==> src/apma_pkg.sv <==
// ----------------------------------------------------------------------------
// apma_pkg
// Shared widths, reset value and control types of the peak moving average.
// ----------------------------------------------------------------------------
package apma_pkg;

  localparam int ACCEL_W            = 16;  // raw sample width, two's complement
  localparam int PEAK_W             = 16;  // peak magnitude width
  localparam int OFFSET_W           = 15;  // gravity offset register width
  localparam int SUM_W              = 22;  // running sum width (64 * 65535 < 2^22)
  localparam int AVG_W              = 16;  // average result width
  localparam int WINDOW_LEN_DEFAULT = 50;

  localparam logic [OFFSET_W-1:0] OFFSET_RESET = OFFSET_W'(16384);

  // Requests from the pipeline to the window store
  typedef struct packed {
    logic              rd_en;    // transaction accepted: fetch the oldest entry
    logic              wr_en;    // item leaves the input stage: replace the entry
    logic [PEAK_W-1:0] wr_peak;  // peak of that item
  } win_ctrl_t;

endpackage

==> src/apma_ifs.sv <==
// ----------------------------------------------------------------------------
// apma_ifs
// Valid/ready channels of the peak moving average: samples, results, offset.
// ----------------------------------------------------------------------------
interface apma_in_if;
  logic                                valid;
  logic                                ready;
  logic signed [apma_pkg::ACCEL_W-1:0] accel_x;
  logic signed [apma_pkg::ACCEL_W-1:0] accel_y;
  logic signed [apma_pkg::ACCEL_W-1:0] accel_z;

  modport source (output valid, output accel_x, output accel_y, output accel_z,
                  input ready);
  modport sink (input valid, input accel_x, input accel_y, input accel_z,
                output ready);
endinterface

interface apma_out_if;
  logic                        valid;
  logic                        ready;
  logic [apma_pkg::AVG_W-1:0]  window_average;
  logic [apma_pkg::PEAK_W-1:0] sample_peak;

  modport source (output valid, output window_average, output sample_peak,
                  input ready);
  modport sink (input valid, input window_average, input sample_peak,
                output ready);
endinterface

interface apma_cfg_if;
  logic                          valid;
  logic                          ready;
  logic [apma_pkg::OFFSET_W-1:0] gravity_offset;

  modport source (output valid, output gravity_offset, input ready);
  modport sink (input valid, input gravity_offset, output ready);
endinterface

==> src/accel_peak_moving_average.sv <==
// ----------------------------------------------------------------------------
// accel_peak_moving_average
// Boxcar average of per-sample peak acceleration magnitude.
// ----------------------------------------------------------------------------
// Each transaction on in_bus carries one raw three-axis sample (16384 counts
// per g). The Z axis has gravity_offset taken off, every axis is reduced to
// its magnitude and the largest becomes the sample peak. Peaks enter a ring
// window of WINDOW_LEN entries; each sample yields one result on out_bus with
// the peak and the window sum divided by WINDOW_LEN, truncated. Until the
// window has filled, unwritten entries count as zero and the divisor stays
// WINDOW_LEN. The block takes one sample per clock and gives one result per
// clock while out_bus is ready. A sample passes the input stage (which
// registers it and starts the store read), the peak and sum stage and the
// result register that holds the divided result. No clearing pass follows
// reset: per-entry valid bits clear the store at once.
// gravity_offset is written on cfg_bus (always ready) and resets to 16384;
// write it only while no sample is in flight.
// ----------------------------------------------------------------------------
module accel_peak_moving_average #(
  parameter int WINDOW_LEN = apma_pkg::WINDOW_LEN_DEFAULT
) (
  input  logic        clk,
  input  logic        rst_n,
  apma_in_if.sink     in_bus,
  apma_out_if.source  out_bus,
  apma_cfg_if.sink    cfg_bus
);

  // floor(n / WINDOW_LEN) = (n * DIV_RECIP) >> DIV_SHIFT for any n below 2^SUM_W
  localparam int DIV_SHIFT = apma_pkg::SUM_W + $clog2(WINDOW_LEN);
  localparam int RECIP_W   = apma_pkg::SUM_W + 1;
  localparam int PROD_W    = apma_pkg::SUM_W + RECIP_W;
  localparam logic [RECIP_W-1:0] DIV_RECIP =
    RECIP_W'(((64'd1 << DIV_SHIFT) + 64'(WINDOW_LEN) - 64'd1) / 64'(WINDOW_LEN));

  logic [apma_pkg::OFFSET_W-1:0] offset_r;

  // input stage
  logic                                s1_vld_r;
  logic signed [apma_pkg::ACCEL_W-1:0] s1_x_r;
  logic signed [apma_pkg::ACCEL_W-1:0] s1_y_r;
  logic signed [apma_pkg::ACCEL_W-1:0] s1_z_r;
  // peak stage
  logic                                s2_vld_r;
  logic        [apma_pkg::PEAK_W-1:0]  s2_peak_r;
  // result register
  logic                                out_vld_r;
  logic        [apma_pkg::AVG_W-1:0]   out_avg_r;
  logic        [apma_pkg::PEAK_W-1:0]  out_peak_r;

  logic                                in_fire;
  logic                                s1_adv;
  logic                                s2_adv;
  logic        [apma_pkg::PEAK_W-1:0]  s1_peak;
  logic        [apma_pkg::SUM_W-1:0]   window_sum;
  logic        [PROD_W-1:0]            avg_prod;
  apma_pkg::win_ctrl_t                 win_ctrl;

  // advance each stage when the next one is empty or moving on
  assign s2_adv       = s2_vld_r && (!out_vld_r || out_bus.ready);
  assign s1_adv       = s1_vld_r && (!s2_vld_r || s2_adv);
  assign in_bus.ready = !s1_vld_r || s1_adv;
  assign in_fire      = in_bus.valid && in_bus.ready;

  assign cfg_bus.ready = 1'b1;

  apma_peak u_peak (
    .accel_x        (s1_x_r),
    .accel_y        (s1_y_r),
    .accel_z        (s1_z_r),
    .gravity_offset (offset_r),
    .peak           (s1_peak)
  );

  // fetch the oldest entry on acceptance; replace it as the item leaves stage 1
  assign win_ctrl.rd_en   = in_fire;
  assign win_ctrl.wr_en   = s1_adv;
  assign win_ctrl.wr_peak = s1_peak;

  apma_window #(
    .WINDOW_LEN (WINDOW_LEN)
  ) u_window (
    .clk        (clk),
    .rst_n      (rst_n),
    .ctrl       (win_ctrl),
    .window_sum (window_sum)
  );

  // window_sum already includes the item held in stage 2
  assign avg_prod = PROD_W'(window_sum) * PROD_W'(DIV_RECIP);

  // payload registers: hold unless the stage advances
  always_ff @(posedge clk) begin
    if (in_fire) begin
      s1_x_r <= in_bus.accel_x;
      s1_y_r <= in_bus.accel_y;
      s1_z_r <= in_bus.accel_z;
    end
    if (s1_adv) begin
      s2_peak_r <= s1_peak;
    end
    if (s2_adv) begin
      out_avg_r  <= apma_pkg::AVG_W'(avg_prod >> DIV_SHIFT);
      out_peak_r <= s2_peak_r;
    end
  end

  // control state and the offset register
  always_ff @(posedge clk) begin
    if (!rst_n) begin
      offset_r  <= apma_pkg::OFFSET_RESET;
      s1_vld_r  <= 1'b0;
      s2_vld_r  <= 1'b0;
      out_vld_r <= 1'b0;
    end else begin
      if (cfg_bus.valid) begin
        offset_r <= cfg_bus.gravity_offset;
      end
      if (in_bus.ready) begin
        s1_vld_r <= in_bus.valid;
      end
      if (!s2_vld_r || s2_adv) begin
        s2_vld_r <= s1_vld_r;
      end
      if (!out_vld_r || out_bus.ready) begin
        out_vld_r <= s2_vld_r;
      end
    end
  end

  assign out_bus.valid          = out_vld_r;
  assign out_bus.window_average = out_avg_r;
  assign out_bus.sample_peak    = out_peak_r;

`ifndef ASSERT_OFF
  a_s1_no_overwrite : assert property (@(posedge clk) disable iff (!rst_n)
    in_fire && s1_vld_r |-> s1_adv)
    else $error("input stage overwritten while occupied");

  a_s2_no_overwrite : assert property (@(posedge clk) disable iff (!rst_n)
    s1_adv && s2_vld_r |-> s2_adv)
    else $error("peak stage overwritten while occupied");

  a_out_from_s2 : assert property (@(posedge clk) disable iff (!rst_n)
    $rose(out_vld_r) |-> $past(s2_vld_r))
    else $error("result raised without an item in the peak stage");
`endif

endmodule

==> src/apma_peak.sv <==
// ----------------------------------------------------------------------------
// apma_peak
// Largest absolute axis value of one sample, gravity offset taken off Z.
// ----------------------------------------------------------------------------
module apma_peak (
  input  logic signed [apma_pkg::ACCEL_W-1:0]  accel_x,
  input  logic signed [apma_pkg::ACCEL_W-1:0]  accel_y,
  input  logic signed [apma_pkg::ACCEL_W-1:0]  accel_z,
  input  logic        [apma_pkg::OFFSET_W-1:0] gravity_offset,
  output logic        [apma_pkg::PEAK_W-1:0]   peak
);

  localparam int ZW = apma_pkg::ACCEL_W + 1;

  logic signed [ZW-1:0]               z_adj;
  logic        [apma_pkg::PEAK_W-1:0] mag_x;
  logic        [apma_pkg::PEAK_W-1:0] mag_y;
  logic        [apma_pkg::PEAK_W-1:0] mag_z;
  logic        [apma_pkg::PEAK_W-1:0] max_xy;

  // z - offset lies in [-65535, 32767]: 17 bits signed
  assign z_adj = ZW'(accel_z) - $signed({2'b00, gravity_offset});

  // magnitudes fit 16 bits unsigned (|-32768| = 32768, |-65535| = 65535)
  assign mag_x = accel_x[apma_pkg::ACCEL_W-1] ? apma_pkg::PEAK_W'(-accel_x)
                                              : apma_pkg::PEAK_W'(accel_x);
  assign mag_y = accel_y[apma_pkg::ACCEL_W-1] ? apma_pkg::PEAK_W'(-accel_y)
                                              : apma_pkg::PEAK_W'(accel_y);
  assign mag_z = z_adj[ZW-1] ? apma_pkg::PEAK_W'(-z_adj)
                             : apma_pkg::PEAK_W'(z_adj);

  assign max_xy = (mag_x > mag_y) ? mag_x : mag_y;
  assign peak   = (mag_z > max_xy) ? mag_z : max_xy;

endmodule

==> src/apma_window.sv <==
// ----------------------------------------------------------------------------
// apma_window
// Ring store of recent peaks with per-entry valid bits and the running sum.
// ----------------------------------------------------------------------------
module apma_window #(
  parameter int WINDOW_LEN = apma_pkg::WINDOW_LEN_DEFAULT
) (
  input  logic                           clk,
  input  logic                           rst_n,
  input  apma_pkg::win_ctrl_t            ctrl,
  output logic [apma_pkg::SUM_W-1:0]     window_sum
);

  localparam int SLOT_W = $clog2(WINDOW_LEN);
  localparam logic [SLOT_W-1:0] LAST_SLOT = SLOT_W'(WINDOW_LEN - 1);
  localparam logic [apma_pkg::SUM_W-1:0] SUM_MAX =
    apma_pkg::SUM_W'(WINDOW_LEN * ((1 << apma_pkg::PEAK_W) - 1));

  logic [apma_pkg::PEAK_W-1:0] win_mem [WINDOW_LEN];
  logic [WINDOW_LEN-1:0]       ent_vld_r;
  logic [SLOT_W-1:0]           write_slot_r;
  logic [SLOT_W-1:0]           wr_slot_r;
  logic [apma_pkg::PEAK_W-1:0] rd_data_r;
  logic                        rd_vld_r;
  logic [apma_pkg::SUM_W-1:0]  sum_r;
  logic [apma_pkg::SUM_W-1:0]  sum_nxt;
  logic [apma_pkg::PEAK_W-1:0] old_peak;

  // an entry never written counts as zero
  assign old_peak = rd_vld_r ? rd_data_r : '0;
  assign sum_nxt  = sum_r - apma_pkg::SUM_W'(old_peak) + apma_pkg::SUM_W'(ctrl.wr_peak);

  // storage: one read and one write port, registered read data
  always_ff @(posedge clk) begin
    if (ctrl.rd_en) begin
      rd_data_r <= win_mem[write_slot_r];
    end
    if (ctrl.wr_en) begin
      win_mem[wr_slot_r] <= ctrl.wr_peak;
    end
  end

  always_ff @(posedge clk) begin
    if (!rst_n) begin
      ent_vld_r    <= '0;
      write_slot_r <= '0;
      wr_slot_r    <= '0;
      rd_vld_r     <= 1'b0;
      sum_r        <= '0;
    end else begin
      if (ctrl.rd_en) begin
        rd_vld_r     <= ent_vld_r[write_slot_r];
        wr_slot_r    <= write_slot_r;
        write_slot_r <= (write_slot_r == LAST_SLOT) ? '0 : write_slot_r + 1'b1;
      end
      if (ctrl.wr_en) begin
        ent_vld_r[wr_slot_r] <= 1'b1;
        sum_r                <= sum_nxt;
      end
    end
  end

  assign window_sum = sum_r;

`ifndef ASSERT_OFF
  a_slot_range : assert property (@(posedge clk) disable iff (!rst_n)
    write_slot_r <= LAST_SLOT)
    else $error("write slot beyond window");

  a_sum_bound : assert property (@(posedge clk) disable iff (!rst_n)
    sum_r <= SUM_MAX)
    else $error("running sum exceeds window maximum");

  a_wr_after_rd : assert property (@(posedge clk) disable iff (!rst_n)
    ctrl.wr_en && !ctrl.rd_en |=> !ctrl.wr_en)
    else $error("store written twice for one fetched entry");
`endif

endmodule

==> src/flat_wrapper.sv <==
// flat-port wrapper written by rule: the top's interface ports become plain ports
module accel_peak_moving_average_flat 
#(
  parameter int WINDOW_LEN = apma_pkg::WINDOW_LEN_DEFAULT
)
  (clk, rst_n, in_bus_valid, in_bus_accel_x, in_bus_accel_y, in_bus_accel_z, in_bus_ready, out_bus_valid, out_bus_window_average, out_bus_sample_peak, out_bus_ready, cfg_bus_valid, cfg_bus_gravity_offset, cfg_bus_ready);
  apma_in_if in_bus_i ();
  apma_out_if out_bus_i ();
  apma_cfg_if cfg_bus_i ();
  input  logic clk;
  input  logic rst_n;
  input wire logic [$bits(in_bus_i.valid)-1:0] in_bus_valid;
  input wire logic [$bits(in_bus_i.accel_x)-1:0] in_bus_accel_x;
  input wire logic [$bits(in_bus_i.accel_y)-1:0] in_bus_accel_y;
  input wire logic [$bits(in_bus_i.accel_z)-1:0] in_bus_accel_z;
  output wire logic [$bits(in_bus_i.ready)-1:0] in_bus_ready;
  output wire logic [$bits(out_bus_i.valid)-1:0] out_bus_valid;
  output wire logic [$bits(out_bus_i.window_average)-1:0] out_bus_window_average;
  output wire logic [$bits(out_bus_i.sample_peak)-1:0] out_bus_sample_peak;
  input wire logic [$bits(out_bus_i.ready)-1:0] out_bus_ready;
  input wire logic [$bits(cfg_bus_i.valid)-1:0] cfg_bus_valid;
  input wire logic [$bits(cfg_bus_i.gravity_offset)-1:0] cfg_bus_gravity_offset;
  output wire logic [$bits(cfg_bus_i.ready)-1:0] cfg_bus_ready;
  assign in_bus_i.valid = in_bus_valid;
  assign in_bus_i.accel_x = in_bus_accel_x;
  assign in_bus_i.accel_y = in_bus_accel_y;
  assign in_bus_i.accel_z = in_bus_accel_z;
  assign in_bus_ready = in_bus_i.ready;
  assign out_bus_valid = out_bus_i.valid;
  assign out_bus_window_average = out_bus_i.window_average;
  assign out_bus_sample_peak = out_bus_i.sample_peak;
  assign out_bus_i.ready = out_bus_ready;
  assign cfg_bus_i.valid = cfg_bus_valid;
  assign cfg_bus_i.gravity_offset = cfg_bus_gravity_offset;
  assign cfg_bus_ready = cfg_bus_i.ready;
  accel_peak_moving_average #(.WINDOW_LEN(WINDOW_LEN)) u_core (.clk(clk), .rst_n(rst_n), .in_bus(in_bus_i), .out_bus(out_bus_i), .cfg_bus(cfg_bus_i));
endmodule
==> config.mk <==
export PLATFORM = sky130hd
export DESIGN_NAME = accel_peak_moving_average_flat
export DESIGN_NICKNAME = d
export VERILOG_FILES = /design/src/apma_pkg.sv /design/src/apma_ifs.sv /design/src/accel_peak_moving_average.sv /design/src/apma_peak.sv /design/src/apma_window.sv /design/src/flat_wrapper.sv
export SDC_FILE = /design/constraint.sdc
export NUM_CORES = 2
export LEC_CHECK = 0
export ABC_CLOCK_PERIOD_IN_PS = 17450
export BUFFER_PORTS_ARGS = -buffer_cell sky130_fd_sc_hd__buf_2
export CELL_PAD_IN_SITES_DETAIL_PLACEMENT = 0
export CELL_PAD_IN_SITES_GLOBAL_PLACEMENT = 1
export CORE_MARGIN = 1.5
export CORE_UTILIZATION = 45
export CTS_CLUSTER_SIZE = 10
export DETAILED_ROUTE_END_ITERATION = 16
export GPL_ROUTABILITY_DRIVEN = 0
export PLACE_DENSITY = 0.64
export SLEW_MARGIN = 20
export SYNTH_ARGS = -nofsm -noshare
export SYNTH_HDL_FRONTEND = slang
export SYNTH_SLANG_ARGS = --single-unit
==> constraint.sdc <==
create_clock -name clk -period 17.45 [get_ports clk]
set_input_delay 1.745 -clock clk [delete_from_list [all_inputs] [get_ports clk]]
set_output_delay 1.745 -clock clk [all_outputs]
set_load 0.005 [all_outputs]
==> summary.txt <==
Synthesis
  • Syn_nets: 3593
  • Post-synth top area share: 54.6%
  • Async SR Flop Fraction: 0%
  • Synth Flop Type: edfxtp_1
  • Cells after Synth: 3025
  • Synth Register Bits: 1015
  • EDFF count, synth: 912
  • Post-synthesis sequential area ratio: 58.7%
  • Post-synth cell types: 76
  • Syn Area/Cell: 16.6 µm²
  • Synth Cell Area: 50200 µm²
  • Most area-hungry cell type in the Yosys netlist: edfxtp_1
  • Yosys warnings: 0
  • Ranking of synthesized cells by area: edfxtp_1 55%, mux4_2 12%, fa_1 7.7%

CTS
  • CTS tree: yes
  • Resize count post-CTS: 0
  • Clock buffer count from CTS: 115
  • Clock-pin slew on the worst setup and hold paths: 60 ps
  • Clock tree buffer depth: 3
  • Setup bufs post-CTS: 0
  • Total clock sinks: 1015
  • Post-CTS Hold Buffers: 0
  • Root buffer cell: clkbuf_16
  • Worst skew pair latency: 710 ps
  • H-tree Lvls: 3

Setup path
  • CP max stage delay: 830 ps
  • Reg-to-Reg End: u_core.u_window.window_sum[21]
  • Crit path launch: u_core.s1_y_r[0]
  • WP data required: 18010 ps
  • Type of origin of the critical path: register
  • R2r startpoint: u_core.s1_y_r[0]
  • Crit Path Category: reg2reg
  • Critical path's slowest cell: a2111oi_0
  • Crit end category: register
  • Worst-path fanout max: 22
  • Worst setup path endpoint: u_core.u_window.window_sum[21]
  • R2R cell count: 40
  • WP data arrival: 11190 ps
  • FF-to-FF setup slack: 6820 ps

Final layout
  • Biggest register: u_core.u_window.win_mem
  • Layout cells sized above 1: 19.4%
  • Max reg flops: 800
  • Layout area overhead: 12.0%
  • Fin nets: 3775
  • Post-layout util: 50.8%

Floorplanning
  • Num ports: 103
  • Die Span Y: 337 µm
  • Starting density of the core: 45.3%
  • Die Span X: 337 µm
  • Rows: 122
  • Die ar.: 114000 µm²
  • Core area: 111000 µm²

Power and ir drop
  • Overall power: 0.0114 W
  • Flop pwr share: 29.4%
  • Int Pwr: 0.00686 W
  • Switching power share of the total: 39.9%
  • Leakage power: 20.7 nW
  • Power share of the clock group: 19.2%
  • Comb power frac: 51.4%
  • Psw: 0.00455 W
  • Pwr Density: 203 nW/µm²
  • Peak supply drop: 0.237 mV

Route
  • Vias/cell: 5.61
  • DR vias: 26.8k
  • Post-Route WL: 122000 µm
  • Post-route DRC: 0
  • First-pass DRT Iterations: 5
  • Initial DRC count: 2202
  • DRT antenna net count: 0
  • WL/cell: 25.4 µm

Timing
  • Max Freq: 94.1 MHz
  • Skew final: 49.2 ps
  • Fin crit period: 10630 ps
  • Setup TNS Final: 0 ps
  • Slew at the pin with the worst max-slew slack: 1140 ps
  • Final Hold Viols: 0
  • RSZ-0062 raised after global routing: false
  • Setup violators final: 0
  • Max-slew violations: 0
  • Final worst path period share: 60.9%
  • Rel. slew slack: 23.9%

Global routing
  • First-pass GRT wire length: 180000 µm
  • Initial antenna violation count: 2
  • Global route overflow: 0
  • Gr usage total: 21.8%
  • Vias in the first global route: 27.9k
  • Pin count of the biggest net entering global routing: 167

Run
  • Total of max-cap violations: 0

Place
  • Post-DP HPWL: 77900 µm
  • Port buffer count: 101

Run status
  • Outcome: completed

Min path
  • Worst hold-check path type: reg2reg
-- Yosys cell counts, drive strengths merged (6+ instances only) --
cell	n
fa	194
a21o	34
o211ai	10
a31oi	11
mux4	271
and3	14
xor2	38
nand4	18
o21a	63
dfxtp	103
nand2	83
o21ai	49
a211oi	9
or3	6
nor3	25
nand3b	7
edfxtp	912
mux2	27
inv	288
nor4	7
mux2i	28
a21boi	13
or2	8
clkbuf	78
ha	306
a21oi	68
and2	28
nor2	120
xnor2	49
buf	29
nand3	25
o31ai	9
nor2b	28
-- critical path: cells and delay by family (launching register included) --
family                     cells  cell delay (ps)
AOI/OAI and AO/OA             21             5520
and+or+nand+nor                6             1710
adders and majority gates      5             1630
buffers and inverters          6              880
DFF                            1              470
xor gates and xnor gates       2              310
-- cell usage in the layout (no fill, tap or decap), types with 27 or more instances in the layout --
master / synthesis / final
mux2_2: 27 / 27
o21ai_0: 48 / 48
inv_1: 288 / 287
buf_2: 1 / 100
xnor2_1: 49 / 49
nor2_1: 120 / 119
edfxtp_1: 912 / 912
nor2b_1: 28 / 27
buf_4: 1 / 69
nand2_1: 83 / 83
fa_1: 194 / 194
xor2_1: 37 / 37
ha_1: 306 / 306
dfxtp_1: 103 / 99
clkbuf_16: 0 / 118
clkbuf_1: 78 / 77
a21oi_1: 68 / 68
mux2i_1: 28 / 27
o21a_1: 63 / 63
mux4_2: 271 / 271
and2_1: 28 / 28
-- final cells by class --
| cell class | count | area [µm²] |
|---|---|---|
| fill | 9114 | 54500 |
| sequential | 1015 | 29500 |
| multi-input combinational | 1615 | 19300 |
| clock buffer | 197 | 3270 |
| tap | 1488 | 1860 |
| inverter | 288 | 1080 |
| timing repair buffer | 172 | 1080 |
| clock inverter | 9 | 120 |
| antenna | 2 | 5.00 |
-- how the worst min path moves through the flow --
stage | cells after the start | endpoint | slack, ps | from
floorplan | 0 | u_core.out_bus.sample_peak[0] | 400 | u_core.s2_peak_r[0]
CTS | 0 | u_core.out_bus.sample_peak[6] | 410 | u_core.s2_peak_r[6]
finish | 0 | u_core.out_bus.sample_peak[14] | 420 | u_core.s2_peak_r[14]
global route | 0 | u_core.out_bus.sample_peak[2] | 430 | u_core.s2_peak_r[2]
detailed placement | 0 | u_core.out_bus.sample_peak[6] | 400 | u_core.s2_peak_r[6]
global placement | 0 | u_core.out_bus.sample_peak[10] | 400 | u_core.s2_peak_r[10]
-- logic make-up after synthesis --
family,after synthesis,share of synthesized area [%]
flip-flops,1015,58.7
adder cells (fa/ha/maj),500,15.4
AND/OR/NAND/NOR,395,3.95
buffers and inverters,395,2.99
multiplexers,326,13.3
AO/OA/AOI/OAI,306,4.14
XOR/XNOR,87,1.53
other,1,0.00747
-- metal layers --
layer	global-route usage, %	wire (µm)
met1	29.5	51300
met2	35.8	59400
met4	7.12	3950
met3	3.65	7090
met5	0	0
-- metrics by stage --
step	setup slack, ps	cells	hold WS, ps	cell area, µm²
after detailed placement	6930	4577	405	52700
after global routing	6230	4784	433	56200
after CTS	6950	4783	410	56100
after global placement	7260	4577	401	52700
after floorplan	8620	3025	400	50200
final	6820	4786	420	56200
-- power groups by stage --
stage | Combinational (W) | Sequential [W] | Clock, W
5_1_grt | 0.00676 | 0.00337 | 0.00234
2_1_floorplan | 0.00425 | 0.00334 | 0
3_3_place_gp | 0.00581 | 0.00341 | 0
6_report | 0.00586 | 0.00335 | 0.00219
4_1_cts | 0.00598 | 0.00336 | 0.00225
3_5_place_dp | 0.00590 | 0.00341 | 0
Note: power is estimated with default switching activity, not from simulation.
